### src/rtl/core/dsdpcm_lane.sv
// one channel lane: accumulates the signed tap sum over eight taps per row
`default_nettype none
module dsdpcm_lane #(
  parameter int unsigned AccW = 42
) (
  input  wire logic              clk_i,
  input  wire logic              clr_i,
  input  wire logic              en_i,
  input  wire logic [7:0]        bits_i,
  input  wire logic [7:0]        tap_en_i,
  input  wire logic [8*32-1:0]   taps_i,
  output logic signed [AccW-1:0] acc_o
);
  logic signed [AccW-1:0] acc_q, row_sum;
  always_comb begin
    row_sum = '0;
    for (int b = 0; b < 8; b++) begin
      if (tap_en_i[b]) begin
        if (bits_i[7-b]) row_sum = row_sum + AccW'($signed(taps_i[b*32 +: 32]));
        else             row_sum = row_sum - AccW'($signed(taps_i[b*32 +: 32]));
      end
    end
  end
  always_ff @(posedge clk_i) begin
    if (clr_i) acc_q <= '0;
    else if (en_i) acc_q <= acc_q + row_sum;
  end
  assign acc_o = acc_q;
endmodule
`default_nettype wire

### config.mk
export PLATFORM = sky130hd
export DESIGN_NAME = dsdpcm_lane
export DESIGN_NICKNAME = d
export VERILOG_FILES = /design/src/rtl/core/dsdpcm_lane.sv
export SDC_FILE = /design/constraint.sdc
export NUM_CORES = 1
export LEC_CHECK = 0
export BUFFER_PORTS_ARGS = -buffer_cell sky130_fd_sc_hd__buf_2
export CAP_MARGIN = 15
export CORE_UTILIZATION = 30
export DETAILED_ROUTE_END_ITERATION = 16
export GPL_ROUTABILITY_DRIVEN = 0
export PLACE_DENSITY = 0.51
export SLEW_MARGIN = 20
export SYNTH_ARGS = -nofsm -noshare
export SYNTH_HDL_FRONTEND = slang
export SYNTH_SLANG_ARGS = --single-unit
### constraint.sdc
create_clock -name clk_i -period 24.5 [get_ports clk_i]
set_input_delay 3.675 -clock clk_i [delete_from_list [all_inputs] [get_ports clk_i]]
set_output_delay 3.675 -clock clk_i [all_outputs]
set_load 0.005 [all_outputs]
==> results.tsv, run 1 <==
metric	value	unit
Final Hold Violating Endpoints	0	
drt drc	0	
Seq/Total Area, Yosys	3.05	%
Hold Crit Class	register to register	
clk root buf	clkbuf_16	
clock sink count	42	
Via density	5.37	
synthesized area per cell	7.00	µm²
RSZ-0062 raised after global routing	false	
CTS buffer count	5	
Detail Placement HPWL	81.4	mm
Buf+Inv Stages, Crit Path	3	
CTS tree	built	
Crit Path Class	primary input to register	
status	complete, no violations	
WP data arrival	21420	ps
CTS clk-pin slew, worst paths	70	ps
final worst path period share	86.5	%
area grow syn2layout	10.0	%
Die Wd	305	µm
Initial Util	30.5	%
Setup TNS	0	ps
top cell type's share of synthesized area	15.3	%
Vias	28620	
Primary FF master, synth	dfxtp_1	
Post-synth ARST share	0	%
Die Area	93200	µm²
YS warnings	0	
antenna violations before repair	34	
share of cells above drive strength 1	13.8	%
port bufs	316	
Max FO, Critical Path	6	
syn_nets	4564	
nets@finish	4758	
clock buffer depth	2	
post-route minimum period	21190	ps
Slew @ Worst Pin	911	ps
Worst setup EP type	register	
slowest CP cell	a2111oi_1	
Clk Latency, worst-skew pair	310	ps
gr usage total	19.6	%
max reg flops	42	
Final ANT Viol Nets	0	
count of cell types in the netlist	111	
Synth Cell Area	27600	µm²
drt first pass iters	5	
fin worst setup slack	3310	ps
largest net degree at the start of global routing	65	
Post-Syn Instances	3944	
Critical Path RT	24740	ps
crit-path leading delay family	compound AO/OA/AOI/OAI gates	
Die Height	305	µm
crit start category	primary input	
Fmax	0.0472	GHz
grt total ovfl	0	
filler instances	9916	
post-CTS sizing	0	
Slew Limit Fails	0	
dominant cell type by area after synthesis	ha_1	
Routed wire per std cell	17.9	µm
Core ar.	90600	µm²
Post-synth EDFFs	0	
hold_buf cts	0	
DRT Wirelength	95.1	mm
DP Worst Slack	3120	ps
setup violators final	0	
# rows	110	
Max-Cap Viols	0	
Ports	317	
1st-iter DRT viols	1782	
Rel. slew slack	39.1	%
top area cells in the synthesized netlist	ha_1 15%, xor2_1 9.2%, a21oi_1 8.6%	
number of H-tree levels	2	
Post-CTS Setup Repair Bufs	0	
first-pass GRT wire length	149	mm
Crit path largest cell delay	760	ps
vias in the first global route	27512	
Seq cells post-synth	42	
clk_skew	7.47	ps
## layout make-up
type	instances	area (µm²)	area share, %
diodes	14	35.0	0.115
clock inverters	3	23.8	0.0783
well taps	1176	1470	4.84
clock buffers	5	125	0.412
inverters	173	649	2.14
multi-input cells	3588	25600	84.1
repair buffers	328	1670	5.50
flip-flops and latches	42	841	2.77
## kinds of logic (layout without fill, tap and decap cells)
| logic type | count (synthesis) | in the layout | share of synthesized area (%) |
|---|---|---|---|
| AOI/OAI and AO/OA | 1318 | 1318 | 30.5 |
| and+or+nand+nor | 1189 | 1189 | 21.0 |
| xor gates and xnor gates | 526 | 526 | 16.8 |
| adders and majority gates | 345 | 345 | 15.9 |
| buffers and inverters | 314 | 509 | 4.38 |
| muxes | 210 | 210 | 8.45 |
| DFF | 42 | 42 | 3.05 |
| other | 0 | 14 | 0 |
## tightest hold or removal path, stage by stage (launching register included)
cell     delay [ps]
dfxtp_1         320
o21ai_0          70
a21oi_1          60
## synth_stat cells, types with 9 or more instances
| master | n |
|---|---|
| a211o_1 | 14 |
| a211oi_1 | 28 |
| a21boi_0 | 17 |
| a21o_1 | 240 |
| a21oi_1 | 475 |
| a31o_2 | 12 |
| a31oi_1 | 57 |
| a41oi_1 | 9 |
| and2_1 | 49 |
| and3_1 | 40 |
| and4_1 | 11 |
| buf_1 | 15 |
| clkbuf_1 | 119 |
| dfxtp_1 | 42 |
| ha_1 | 337 |
| inv_1 | 169 |
| mux2_2 | 153 |
| mux2i_1 | 49 |
| nand2_1 | 325 |
| nand2b_1 | 53 |
| nand3_1 | 63 |
| nand4_1 | 34 |
| nor2_1 | 356 |
| nor2b_1 | 35 |
| nor3_1 | 98 |
| nor4_1 | 30 |
| o211ai_1 | 18 |
| o21a_1 | 40 |
| o21ai_0 | 190 |
| o21ai_1 | 18 |
| o21bai_1 | 54 |
| o221ai_1 | 12 |
| o31ai_1 | 28 |
| or2_2 | 10 |
| or3_1 | 18 |
| xnor2_1 | 235 |
| xor2_1 | 289 |
## worst paths after layout
| check | start | end | slack [ps] | cells after the start |
|---|---|---|---|---|
| hold reg to reg | acc_o[41] | acc_o[41] | 500 | 2 |
| setup / recovery | taps_i[2] | acc_o[41] | 3310 | 74 |
| hold / removal | acc_o[41] | acc_o[41] | 500 | 2 |
| setup reg to reg | acc_o[1] | acc_o[41] | 20110 | 15 |
## layout by cell type, fill, tap and decap left out, types with 10 or more instances in the layout
cell type  netlist  layout
a211o_1         14      14
a211oi_1        28      28
a21boi_0        17      17
a21o_1         240     240
a21oi_1        475     475
a31o_2          12      12
a31oi_1         57      57
and2_1          49      49
and3_1          40      40
and4_1          11      11
buf_2            3     316
buf_4            1      12
dfxtp_1         42      42
diode_2          0      14
ha_1           337     337
inv_1          169     169
mux2_2         153     153
mux2i_1         49      49
nand2_1        325     325
nand2b_1        53      53
nand3_1         63      63
nand4_1         34      34
nor2_1         356     356
nor2b_1         35      35
nor3_1          98      98
nor4_1          30      30
o211ai_1        18      18
o21a_1          40      40
o21ai_0        190     190
o21ai_1         18      18
o21bai_1        54      54
o221ai_1        12      12
o31ai_1         28      28
or2_2           10      10
or3_1           18      18
xnor2_1        235     235
xor2_1         289     289
## routing by layer
metal	track usage [%]	wire length, µm	part of all wire [%]	up-vias
met4	3.32	1510	1.6	34
li1	-	-	-	14806
met5	0	215	0.23	-
met1	25.9	43700	46	13104
met3	2.38	5190	5.5	104
met2	34.4	44600	47	572
## through the flow
stage	cell area, µm²	hold WS (ps)	instances	util, %
6_report	30400	499	5329	33.5
3_3_place_gp	30200	495	5307	33.3
3_5_place_dp	30200	496	5307	33.3
5_1_grt	30300	545	5317	33.5
2_1_floorplan	27600	475	3944	-
4_1_cts	30300	507	5315	33.5
Power of run 1 is not shown: default switching activity piles up to over one toggle a cycle in this logic, so the estimate is an artifact.
==> run 2: changes to the inputs <==
--- a/config.mk
+++ b/config.mk
@@ -7,10 +7,10 @@
 export LEC_CHECK = 0
 export BUFFER_PORTS_ARGS = -buffer_cell sky130_fd_sc_hd__buf_2
 export CAP_MARGIN = 15
-export CORE_UTILIZATION = 30
+export CORE_UTILIZATION = 55
 export DETAILED_ROUTE_END_ITERATION = 16
 export GPL_ROUTABILITY_DRIVEN = 0
-export PLACE_DENSITY = 0.51
+export PLACE_DENSITY = 0.8
 export SLEW_MARGIN = 20
 export SYNTH_ARGS = -nofsm -noshare
 export SYNTH_HDL_FRONTEND = slang
==> results.tsv, run 2 (synthesis results as in run 1) <==
metric	value	unit	change
clk_skew	8.45	ps	was 7.47 ps
WP data arrival	21480	ps	was 21420 ps
Rel. slew slack	34.5	%	was 39.1%
clock sink count	42		unchanged
Crit Path Class	primary input to register		unchanged
RR Endpoint	acc_o[41]		unchanged
status	complete, no violations		unchanged
filler instances	4735		was 9916
crit start category	primary input		unchanged
Critical Path RT	24730	ps	was 24740 ps
Worst setup EP type	register		unchanged
Reg area	841	µm²	unchanged
crit-path leading delay family	compound AO/OA/AOI/OAI gates		unchanged
Ports	317		unchanged
RSZ-0062 raised after global routing	false		unchanged
CTS clk-pin slew, worst paths	70	ps	about the same
met3 usage	3.93	%	was 2.38%
Hold Crit Class	register to register		unchanged
most frequent cells in the layout	475 x a21oi_1, 356 x nor2_1, 337 x ha_1		unchanged
Die Area	51100	µm²	was 93200 µm²
hold_sp	acc_o[41]		unchanged
R2R cell count	15		unchanged
Slew Limit Fails	0		unchanged
Post-CTS Setup Repair Bufs	0		unchanged
# rows	81		was 110
Most Crowded Layer GR	met2		unchanged
CTS buffer count	5		unchanged
vias in the first global route	26866		was 27512
Initial Util	56.0	%	was 30.5%
port bufs	316		unchanged
commonest non-fill, non-tap cell in the layout	a21oi_1		unchanged
antenna violations before repair	15		was 34
R2R Setup Slk	20170	ps	was 20110 ps
met2 usage	52.2	%	was 34.4%
gr usage total	31.6	%	was 19.6%
1st-iter DRT viols	2953		was 1782
max reg flops	42		unchanged
Crit path largest cell delay	620	ps	was 760 ps
Hold Crit Depth	2		unchanged
Routed wire per std cell	17.4	µm	was 17.9 µm
Final ANT Viol Nets	0		unchanged
drt drc	0		unchanged
Setup TNS	0	ps	unchanged
hold_buf cts	0		unchanged
slowest CP cell	or4_1		was a2111oi_1
Core ar.	49300	µm²	was 90600 µm²
GRT met1 Usage	42.4	%	was 25.9%
share of cells above drive strength 1	13.8	%	about the same
nets@finish	4755		was 4758
post-CTS sizing	0		unchanged
Final Hold Violating Endpoints	0		unchanged
Die Wd	226	µm	was 305 µm
area grow syn2layout	7.59	%	was 10.0%
Buf+Inv Stages, Crit Path	3		unchanged
Worst Hold Path EP	acc_o[41]		unchanged
area of the multi-input gates	25600	µm²	about the same
clock buffer depth	2		unchanged
Via density	6.18		was 5.37
drt first pass iters	8		was 5
Vias	29710		was 28620
first-pass GRT wire length	134	mm	was 149 mm
post-route minimum period	21250	ps	was 21190 ps
Max FO, Critical Path	6		unchanged
Fmax	0.0471	GHz	was 0.0472 GHz
DRT Wirelength	83.7	mm	was 95.1 mm
Clk Latency, worst-skew pair	300	ps	was 310 ps
Max-Cap Viols	0		unchanged
largest net degree at the start of global routing	65		unchanged
grt total ovfl	0		unchanged
setup violators final	0		unchanged
number of H-tree levels	2		unchanged
Die Height	226	µm	was 305 µm
Detail Placement HPWL	69.6	mm	was 81.4 mm
final core occ	60.3	%	was 33.5%
clk root buf	clkbuf_16		unchanged
reg2reg start	acc_o[1]		unchanged
Slew @ Worst Pin	973	ps	was 911 ps
final worst path period share	86.7	%	was 86.5%
CTS tree	built		unchanged
run 2: changes by cell type in the layout (fill, tap and decap cells not counted):
cell,delta
buf_4,-3
a21boi_1,+1
clkinvlp_4,-1
clkinv_2,+1
a21boi_2,-1
inv_6,-1
clkinv_4,+1
diode_2,-3
run 2: worst max path at each step:
stage          startpoint  depth (start not counted)  slack [ps]   endpoint
5_1_grt         taps_i[4]                         75        2060  acc_o[41]
3_5_place_dp    taps_i[4]                         74        3200  acc_o[41]
2_1_floorplan   bits_i[7]                         77        5790  acc_o[41]
6_report        taps_i[4]                         73        3250  acc_o[41]
3_3_place_gp    taps_i[4]                         74        3580  acc_o[41]
4_1_cts         taps_i[4]                         73        3430  acc_o[41]
run 2: layer usage:
metal | up-vias | part of all wire (%)
met2 | 1091 | 45
met5 | - | 0.093
li1 | 14810 | -
met3 | 177 | 6.9
met4 | 14 | 3.3
met1 | 13618 | 44
run 2: area by class of cell:
type | count | area share, %
Tap cell | 664 | 2.80
Clock inverter | 3 | 0.0716
Sequential cell | 42 | 2.83
Clock buffer | 5 | 0.421
Inverter | 173 | 2.19
Multi-Input combinational cell | 3588 | 86.0
Timing Repair Buffer | 325 | 5.55
Antenna cell | 11 | 0.0927
run 2: through the flow:
stage | instance area [µm²] | hold slack (ps) | setup WS [ps] | instances
2_1_floorplan | 27600 | 475 | 5790 | 3944
3_3_place_gp | 29500 | 484 | 3580 | 4792
3_5_place_dp | 29500 | 495 | 3200 | 4792
4_1_cts | 29700 | 505 | 3430 | 4800
5_1_grt | 29700 | 545 | 2060 | 4807
6_report | 29700 | 498 | 3250 | 4811
run 2: worst register-to-register path: stages, from the launching register on:
cell,delay (ps)
dfxtp_1,420
ha_1,270
a21o_1,160
a21o_1,200
a21oi_1,200
o21ai_1,170
a221oi_2,460
o21a_1,340
o2111ai_1,180
a31o_2,320
a221oi_1,330
xor2_1,190
xnor3_1,420
xnor2_1,160
or3_1,310
a21oi_1,140
Power of run 2 is left out for the same reason.
