## config.mk

```make
export PLATFORM = sky130hd
export DESIGN_NAME = dsdpcm_ram
export DESIGN_NICKNAME = d
export VERILOG_FILES = /design/src/rtl/core/dsdpcm_ram.sv
export SDC_FILE = /design/constraint.sdc
export NUM_CORES = 1
export LEC_CHECK = 0
export BUFFER_PORTS_ARGS = -buffer_cell sky130_fd_sc_hd__buf_4
export CELL_PAD_IN_SITES_DETAIL_PLACEMENT = 1
export CELL_PAD_IN_SITES_GLOBAL_PLACEMENT = 1
export CORE_ASPECT_RATIO = 0.7
export CORE_MARGIN = 5
export CORE_UTILIZATION = 25
export CTS_CLUSTER_DIAMETER = 100
export DETAILED_ROUTE_END_ITERATION = 6
export PLACE_DENSITY_LB_ADDON = 0.1
export SLEW_MARGIN = 25
export SYNTH_ARGS = -nofsm -noshare
export SYNTH_HDL_FRONTEND = slang
export SYNTH_SLANG_ARGS = --single-unit
```

## constraint.sdc

```tcl
create_clock -name clk_i -period 2.34 [get_ports clk_i]
set_input_delay 0.351 -clock clk_i [delete_from_list [all_inputs] [get_ports clk_i]]
set_output_delay 0.351 -clock clk_i [all_outputs]
set_load 0.02 [all_outputs]
```

## src/rtl/core/dsdpcm_ram.sv

```systemverilog
// generic ram with one write port and one registered read port
`default_nettype none
module dsdpcm_ram #(
  parameter int unsigned Width = 8,
  parameter int unsigned Depth = 64
) (
  input  wire logic                     clk_i,
  input  wire logic                     we_i,
  input  wire logic [$clog2(Depth)-1:0] waddr_i,
  input  wire logic [Width-1:0]         wdata_i,
  input  wire logic [$clog2(Depth)-1:0] raddr_i,
  output logic      [Width-1:0]         rdata_o
);
  logic [Width-1:0] mem_q [Depth];
  always_ff @(posedge clk_i) begin
    if (we_i) begin
      mem_q[waddr_i] <= wdata_i;
    end
    rdata_o <= mem_q[raddr_i];
  end
endmodule
`default_nettype wire

```

==> results of run 1 <==
## cell families after synthesis
family / synth area share [%]
simple gates: 3.39
buf+inv: 1.57
mux: 15.9
flops: 77.0
compound gates: 2.07
## placed cells by master (no fill, tap or decap), drive strengths merged, types with 2 or more instances in the layout
master,synthesis,routed
a21oi,3,3
nand2b,7,7
nand2,19,19
dfxtp,8,8
diode,0,2
nor2,83,83
o2bb2ai,3,3
nand4,2,2
o221a,2,2
o2111ai,3,3
mux2i,23,23
o21a,2,2
mux2,13,13
o221ai,8,8
o32ai,2,2
clkinvlp,0,2
clkinv,0,19
a221oi,6,6
o41ai,2,2
nand3b,3,3
o21ai,4,4
buf,34,191
nor2b,14,14
clkbuf,17,73
nand3,13,13
nor4,2,2
mux4,126,126
a22oi,3,3
a211oi,4,4
o22ai,8,8
a2111oi,2,2
nor3,7,7
edfxtp,512,512
## worst reg2reg max path: cells and delay by family (launching register included)
family / cells / cell delay, ns
compound gates: 1 / 0.15
mux: 2 / 1.10
simple gates: 2 / 0.24
buf+inv: 1 / 0.13
flops: 1 / 0.37
## flip-flops by register name, summed over array words and instances, names as in the netlist
register  count
mem_q       512
rdata_o       8
## how the worst max path moves through the flow
stage | start | to
detailed placement | raddr_i[0] | rdata_o[3]
floorplan | raddr_i[1] | rdata_o[3]
finish | mem_q[15][1] | rdata_o[1]
CTS | mem_q[15][1] | rdata_o[1]
global placement | raddr_i[0] | rdata_o[0]
global route | mem_q[15][1] | rdata_o[1]
## metal layers
layer / track usage, % / vias up / part of all wire [%]
met3: 2.34 / 68 / 4.0
li1: - / 4320 / -
met4: 2.95 / 0 / 1.6
met2: 19.4 / 164 / 41
met1: 22.3 / 5585 / 53
met5: 0 / - / 0
## final cells by class
cell class / count / area, um^2 / area share, %
repair buffers: 191 / 1640 / 6.73
diodes: 2 / 5.00 / 0.0205
flip-flops and latches: 520 / 15500 / 63.7
multi-input cells: 369 / 4320 / 17.7
clock inverters: 22 / 128 / 0.523
clock buffers: 73 / 1430 / 5.87
well taps: 1068 / 1340 / 5.48
## metrics by stage
step	setup WS, ns	power, W	setup TNS, ns
6_report	0.253	0.0195	0
5_1_grt	0.204	0.0203	0
4_1_cts	0.233	0.0199	0
3_5_place_dp	-0.176	0.0118	-0.561
3_3_place_gp	-0.149	0.0118	-0.581
2_1_floorplan	0.321	0.0111	0
## Yosys cell counts (2+ instances only)
| cell type | instances |
|---|---|
| dfxtp_1 | 8 |
| mux4_2 | 126 |
| buf_12 | 2 |
| edfxtp_1 | 512 |
| nor3_1 | 7 |
| nor4_1 | 2 |
| o21ai_0 | 2 |
| a221oi_1 | 6 |
| o22ai_1 | 8 |
| o21ai_1 | 2 |
| o2111ai_1 | 3 |
| o41ai_1 | 2 |
| buf_2 | 11 |
| o21a_1 | 2 |
| o221a_2 | 2 |
| mux2i_1 | 23 |
| nand4_1 | 2 |
| buf_4 | 13 |
| a22oi_1 | 3 |
| nand3_1 | 13 |
| nand2b_1 | 7 |
| a211oi_1 | 4 |
| mux2_2 | 13 |
| buf_6 | 4 |
| a21oi_1 | 3 |
| nor2_1 | 83 |
| a2111oi_0 | 2 |
| buf_1 | 4 |
| o32ai_1 | 2 |
| o221ai_1 | 8 |
| nor2b_1 | 14 |
| nand3b_1 | 3 |
| nand2_1 | 19 |
| clkbuf_1 | 17 |
| o2bb2ai_1 | 3 |
## power by group through the flow
stage / clock network, W / registers (W) / logic (W)
6_report: 0.00794 / 0.0104 / 0.00121
4_1_cts: 0.00828 / 0.0104 / 0.00124
3_5_place_dp: 0 / 0.0106 / 0.00124
5_1_grt: 0.00868 / 0.0104 / 0.00130
2_1_floorplan: 0 / 0.0105 / 0.000549
3_3_place_gp: 0 / 0.0106 / 0.00124
==> run summary, run 1 <==
Initial DRC count: 854
Cts hold-fix bufs: 0
Sequential fraction of the synthesis area: 77.0%
Logic pwr share: 6.2%
CTS tree: done
Yosys top cell area share: 76.2%
Drt pass-1 iters: 5
Placed cell count: 2,148
Max stage delay on crit path: 0.57 ns
RSZ-0062 raised after global routing: no
Fin crit period: 2.09 ns
Post-synth EDFFs: 512
Endpoint class of the critical path: register
Reg2reg setup slack: 0.25 ns
Min-delay worst type: in -> reg
Fillers: 8,053
Internal power: 0.0152 W
Synth Flop Type: edfxtp_1
DR WL/cell: 26.7 um
Ys Warns: 0
Critical-path top delay cell: mux4_2
Fin nets: 1,157
Critical-path maximum fanout: 1
Postcts setup bufs: 0
Max cap viols: 0
Setup CP Type: reg -> reg
Synth unique cells: 40
Top-level I/O count: 30
Crit path buf inv count: 1
Worst setup SP type: register
Initial core utilization: 25.1%
Critical Path RT: 2.84 ns
Worst Reg2Reg Path Length in Cells: 6
Htree depth: 2
Worst skew pair latency: 0.61 ns
Final Core Density: 30.4%
DRT antenna net count: 0
Pwr dens: 800 nW/um^2
Vias in the first global route: 10,689
DIE AREA: 86,500 um^2
First-pass GRT wire length: 85,200 um
Top cells by area, synth: edfxtp_1, mux4_2, nor2_1
WP data arrival: 2.59 ns
Sw Share: 22.3%
Cell repeated most along the worst path: mux4_2
Final setup fails: 0
Share of layout cells above drive strength 1: 34.0%
Top cell type by total area after synthesis: edfxtp_1
Final WL: 59,800 um
Clock power frac: 40.7%
Syn Nets: 962
DP Area: 22,800 um^2
Worst flop-to-flop path endpoint: rdata_o[1]
Post-CTS sizing: 0
Worst Max-Slew Pin Slew: 0.814 ns
Rows: 87
IO Port Bufs: 29
LEAKAGE: 7.74 nW
Chip width: 349 um
Seq pwr share: 53.1%
Clock skew: 0.0168 ns
Max_slew headroom: 45.7%
Count of non-filler cells in the finished layout: 2,245
Die H: 248 um
Final Cell Area: 24,400 um^2
Status: completed
Via count: 10,137
Root buffer cell: clkbuf_16
TritonCTS Buffers: 53
Tcrit/Tclk final: 89.2%
Ys async rst share: 0%
Switch Pwr: 0.00435 W
Synth Register Bits: 520
Worst VDD drop: 0.456 mV
Synthesized area per cell: 21.5 um^2
Cell family with most CP delay: multiplexers
Area added between synthesis and finish: 21.0%
Hold wc startpoint: raddr_i[5]
Initial antenna violation count: 3
Tot GR Track Use: 13.9%
Final hold violations: 0
Largest net degree at the start of global routing: 65
Hold Crit Depth: 3
Hold Path Sink: rdata_o[0]
Max Slew Vio Count: 0
Synthesized area: 20,200 um^2
Dpl hpwl: 38,900 um
Cell count after synthesis: 940
Overflow after GRT: 0
Placer Congestion: 0.716
F_max: 479 MHz
WP depth: 6
Vias per cell: 4.52
Worst-path cell chain: mux4_2, mux4_2, nor2_1, buf_4, nor3_1, o2bb2ai_1
Reg-to-reg startpoint: mem_q[15][1]
CTS Buffer Depth: 3
Hold slack: 0.170 ns
Clock slew at reported path FFs: 0.06 ns
Core ar.: 80,200 um^2
TritonCTS Sinks: 520
DRC violations left: 0
(Power assumes the default switching activity.)
==> run 2: changes to the inputs <==
--- a/config.mk
+++ b/config.mk
@@ -14,6 +14,7 @@
 export CTS_CLUSTER_DIAMETER = 100
 export DETAILED_ROUTE_END_ITERATION = 6
 export PLACE_DENSITY_LB_ADDON = 0.1
+export RECOVER_POWER = 50
 export SLEW_MARGIN = 25
 export SYNTH_ARGS = -nofsm -noshare
 export SYNTH_HDL_FRONTEND = slang
==> run 2 against run 1 <==
Effect of this change:
- the run now ends with capacitance limit, slew limit left
- worst hold slack got worse by 0.00099 ns
- register-to-register slack about the same
- critical endpoint unchanged
- count of clock-buffer cells in the layout unchanged
- non-clock buffer count unchanged
- wire length about the same
- critical path depth unchanged
- combinational power about the same
- die area unchanged
- fmax about the same
- highest routed layer unchanged
- core utilization decreased by 0.065 points
- sequential share of layout area increased by 0.14 points
- cell area decreased by 0.22%
==> run summary, run 2 (same netlist as run 1, synthesis figures left out) <==
Status: finished with violations
Violated checks: capacitance limit, slew limit
Internal power: 0.0152 W
Final WL: 59,900 um
TritonCTS Buffers: 53
Most common cell after layout, fill and taps aside: edfxtp_1
Worst VDD drop: 0.455 mV
Worst setup SP type: register
First-pass GRT wire length: 85,200 um
Rows: 87
Die H: 248 um
Clock skew: 0.0168 ns
Fin crit period: 2.09 ns
Overflow after GRT: 0
Drt pass-1 iters: 5
FF+latch area: 15,500 um^2
Fin nets: 1,157
Area added between synthesis and finish: 20.7%
Placer Congestion: 0.716
Initial core utilization: 25.1%
Sw Share: 22.3%
IO Port Bufs: 29
Critical Path RT: 2.84 ns
Endpoint class of the critical path: register
Core ar.: 80,200 um^2
Critical Path Start: mem_q[15][1]
Seq pwr share: 53.2%
Share of layout cells above drive strength 1: 33.4%
Clock slew at reported path FFs: 0.06 ns
Fillers: 8,054
Vias per cell: 4.52
Final hold violations: 0
Final setup fails: 0
Postcts setup bufs: 0
Worst Max-Slew Pin Slew: 1.64 ns
LEAKAGE: 7.71 nW
CP endpoint: rdata_o[1]
Tot GR Track Use: 13.9%
Initial antenna violation count: 3
CTS tree: done
Largest Register: mem_q
Worst Reg2Reg Path Length in Cells: 6
CTS Buffer Depth: 3
Multi-input gate area: 4320 um^2
Most frequent cells in the layout: edfxtp_1, buf_4, mux4_2
DIE AREA: 86,500 um^2
Logic pwr share: 6.1%
Clock power frac: 40.7%
F_max: 479 MHz
Reg-to-reg startpoint: mem_q[15][1]
Final Core Density: 30.3%
Setup CP Type: reg -> reg
Critical-path maximum fanout: 1
Cts hold-fix bufs: 0
Post-CTS sizing: 0
Top-level I/O count: 30
Max cap viols: 4
WP data arrival: 2.59 ns
Chip width: 349 um
Switch Pwr: 0.00435 W
RSZ-0062 raised after global routing: no
Dpl hpwl: 38,900 um
Initial DRC count: 865
Max Slew Vio Count: 268
Tcrit/Tclk final: 89.2%
Htree depth: 2
Worst skew pair latency: 0.61 ns
Vias in the first global route: 10,689
Max_slew headroom: -9.15%
Biggest regs: mem_q x512, rdata_o x8
Largest net degree at the start of global routing: 65
Placed cell count: 2,148
Pwr dens: 801 nW/um^2
Count of non-filler cells in the finished layout: 2,244
Via count: 10,132
Reg2reg setup slack: 0.25 ns
DRT antenna net count: 0
Largest register FFs: 512
Final Power: 0.0195 W
DRC violations left: 0
Min-delay worst type: in -> reg
Setup TNS Final: 0 ns
DR WL/cell: 26.7 um
Worst flop-to-flop path endpoint: rdata_o[1]
Root buffer cell: clkbuf_16
TritonCTS Sinks: 520
[run 2: power by group through the flow]
stage / clock network [W] / registers (W) / logic, W
floorplan: 0 / 0.0105 / 0.000549
global placement: 0 / 0.0106 / 0.00124
detailed placement: 0 / 0.0106 / 0.00124
CTS: 0.00828 / 0.0104 / 0.00124
global route: 0.00868 / 0.0104 / 0.00129
finish: 0.00794 / 0.0104 / 0.00120
[run 2: critical path, cell delays in order (launching register included)]
cell       delay, ns
edfxtp_1        0.37
mux4_2          0.53
mux4_2          0.57
nor2_1          0.15
buf_4           0.12
nor3_1          0.09
o2bb2ai_1       0.15
[run 2: layout make-up]
class                      count  share of cell area [%]
sequential                   520                    63.8
multi-input combinational    369                    17.7
timing repair buffer         191                    6.54
clock buffer                  73                    5.88
tap                         1068                    5.49
clock inverter                22                   0.524
antenna                        1                  0.0103
[run 2: worst min-delay path by stage]
stage | start | endpoint | slack, ns | cells past startpoint
3_3_place_gp | raddr_i[5] | rdata_o[1] | 0.78 | 3
6_report | raddr_i[5] | rdata_o[0] | 0.17 | 3
2_1_floorplan | wdata_i[0] | mem_q[0][0] | 0.45 | 0
3_5_place_dp | raddr_i[5] | rdata_o[0] | 0.78 | 3
5_1_grt | raddr_i[5] | rdata_o[1] | 0.16 | 3
4_1_cts | raddr_i[5] | rdata_o[0] | 0.12 | 3
[run 2: routing by layer]
layer,vias to the layer above,wire [um],global-route usage [%],part of all wire (%)
met1,5567,31900,22.3,53
met4,0,963,2.95,1.6
met5,-,0,0,0
met2,174,24700,19.4,41
li1,4325,-,-,-
met3,66,2390,2.34,4.0
[run 2: through the flow]
step | setup slack (ns) | area [um^2] | hold slack [ns]
after detailed placement | -0.176 | 22800 | 0.781
final | 0.252 | 24300 | 0.169
after floorplan | 0.321 | 20200 | 0.450
after global routing | 0.204 | 24300 | 0.159
after CTS | 0.233 | 24400 | 0.115
after global placement | -0.149 | 22800 | 0.781
==> run 3: changes to the inputs <==
--- a/config.mk
+++ b/config.mk
@@ -13,7 +13,7 @@
 export CORE_UTILIZATION = 25
 export CTS_CLUSTER_DIAMETER = 100
 export DETAILED_ROUTE_END_ITERATION = 6
-export PLACE_DENSITY_LB_ADDON = 0.1
+export PLACE_DENSITY_LB_ADDON = 0.05
 export RECOVER_POWER = 50
 export SLEW_MARGIN = 25
 export SYNTH_ARGS = -nofsm -noshare
==> run 3 against run 2 <==
Effect of this change:
- the run still ends with capacitance limit, slew limit left
- count of clock-buffer cells in the layout is 7 lower
- wire length hardly changed
- die area stayed put
- via count is 1.5% lower
- non-clock buffer count is 2 higher
- cell count is 0.31% higher
- critical path depth stayed put
- combinational power hardly changed
- cell area is 0.80% higher
- first-iteration DRC count is 17% lower
- fmax is 3.0% higher
- global-route usage is 0.076 points higher
- critical endpoint is now rdata_o[0]
- largest power group unchanged
- highest routed layer unchanged
==> run summary, run 3 (same netlist as run 1, synthesis figures left out) <==
Largest register FFs: 512
Worst skew pair latency: 0.61 ns
Die H: 248 um
Biggest regs: mem_q x512, rdata_o x8
Vias per cell: 4.43
Multi-input gate area: 4320 um^2
Final WL: 59,900 um
First-pass GRT wire length: 85,200 um
Overflow after GRT: 0
Tcrit/Tclk final: 86.6%
TritonCTS Sinks: 520
Final setup fails: 0
Dpl hpwl: 39,700 um
Htree depth: 2
Root buffer cell: clkbuf_16
Max stage delay on crit path: 0.53 ns
Cell family with most CP delay: multiplexers
Core ar.: 80,200 um^2
Max_slew headroom: -50.1%
Pwr dens: 818 nW/um^2
F_max: 494 MHz
Initial core utilization: 25.1%
Area added between synthesis and finish: 21.7%
DRT antenna net count: 0
Most common cell after layout, fill and taps aside: edfxtp_1
Ant. Diodes: 0
Cell repeated most along the worst path: mux4_2
LEAKAGE: 7.81 nW
Clock skew: 0.0100 ns
Metal-1 WL: 31,400 um
WP data arrival: 2.52 ns
Worst VDD drop: 0.443 mV
Initial antenna violation count: 3
Fin nets: 1,161
Hold slack: 0.155 ns
Worst-path cell chain: mux4_2, mux4_2, nor2_1, buf_4, nor3_1, o2bb2ai_1
RSZ-0062 raised after global routing: no
Max cap viols: 4
Setup CP Type: reg -> reg
FF+latch area: 15,500 um^2
CTS tree: done
Critical-path maximum fanout: 1
Post-CTS sizing: 0
Clock slew at reported path FFs: 0.06 ns
Top-level I/O count: 30
Critical-path top delay cell: mux4_2
Most frequent cells in the layout: edfxtp_1, buf_4, mux4_2
Worst setup SP type: register
Final hold violations: 0
Drt pass-1 iters: 4
DR WL/cell: 26.6 um
Status: finished with violations
Placer Congestion: 0.729
Largest net degree at the start of global routing: 65
Postcts setup bufs: 0
TritonCTS Buffers: 55
Vias in the first global route: 10,668
Initial DRC count: 722
Fillers: 8,061
Share of layout cells above drive strength 1: 33.6%
DRC violations left: 0
Min-delay worst type: in -> reg
Max Slew Vio Count: 232
DIE AREA: 86,500 um^2
Worst Max-Slew Pin Slew: 2.25 ns
Tot GR Track Use: 13.9%
Largest Register: mem_q
Crit path buf inv count: 1
Chip width: 349 um
Max Used Layer: met4
Worst slack, placed: -0.136 ns
Detail Route met2 WL: 25,100 um
Fin crit period: 2.03 ns
IO Port Bufs: 29
PnR worst setup slack: 0.314 ns
Violated checks: capacitance limit, slew limit
Critical Path RT: 2.84 ns
Cts hold-fix bufs: 0
Via count: 9,976
Rows: 87
CTS Buffer Depth: 3
Endpoint class of the critical path: register
Met3 Routed Length: 2420 um
run 3: changes by cell type in the layout (fill, tap and decap cells not counted), moves of 3 or more:
cell	delta
clkinv_1	+7
clkbuf_1	-5
bufinv_16	+4
buf_12	+3
clkbuf_8	-3
run 3: power breakdown:
group	internal, W	switching (W)
Sequential	0.0103	0.0000466
Combinational	0.000490	0.000705
Clock	0.00484	0.00367
Total	0.0156	0.00442
run 3: path summary, 6_finish.rpt:
check	end	startpoint	slack (ns)	cells after the start
worst max register to register	rdata_o[0]	mem_q[3][0]	0.31	6
worst min-delay path	rdata_o[2]	raddr_i[5]	0.15	3
worst min register to register	rdata_o[6]	mem_q[26][6]	0.88	3
worst max-delay path	rdata_o[0]	mem_q[3][0]	0.31	6
run 3: routing by layer:
metal	GRT usage [%]	vias to the layer above
met5	0	-
met4	2.98	0
met3	2.19	67
met2	19.9	135
met1	22.3	5440
li1	-	4334
run 3: final cells by class:
type	count	share of cell area, %
repair buffers	193	6.70
multi-input cells	369	17.6
clock inverters	35	1.17
well taps	1068	5.45
flip-flops and latches	520	63.3
clock buffers	66	5.78
run 3: metrics by stage:
stage | setup TNS, ns | std cells | cell area [um^2] | util (%) | total power, W
5_1_grt | 0 | 2251 | 24500 | 30.6 | 0.0209
3_3_place_gp | -0.408 | 2150 | 22900 | 28.5 | 0.0118
2_1_floorplan | 0 | 940 | 20200 | - | 0.0111
6_report | 0 | 2251 | 24500 | 30.6 | 0.0201
3_5_place_dp | -0.460 | 2150 | 22900 | 28.5 | 0.0118
4_1_cts | 0 | 2251 | 24600 | 30.6 | 0.0205
run 3: tightest hold or removal path: stages:
cell       delay (ns)
buf_4            0.19
nand2_1          0.10
o2bb2ai_1        0.06
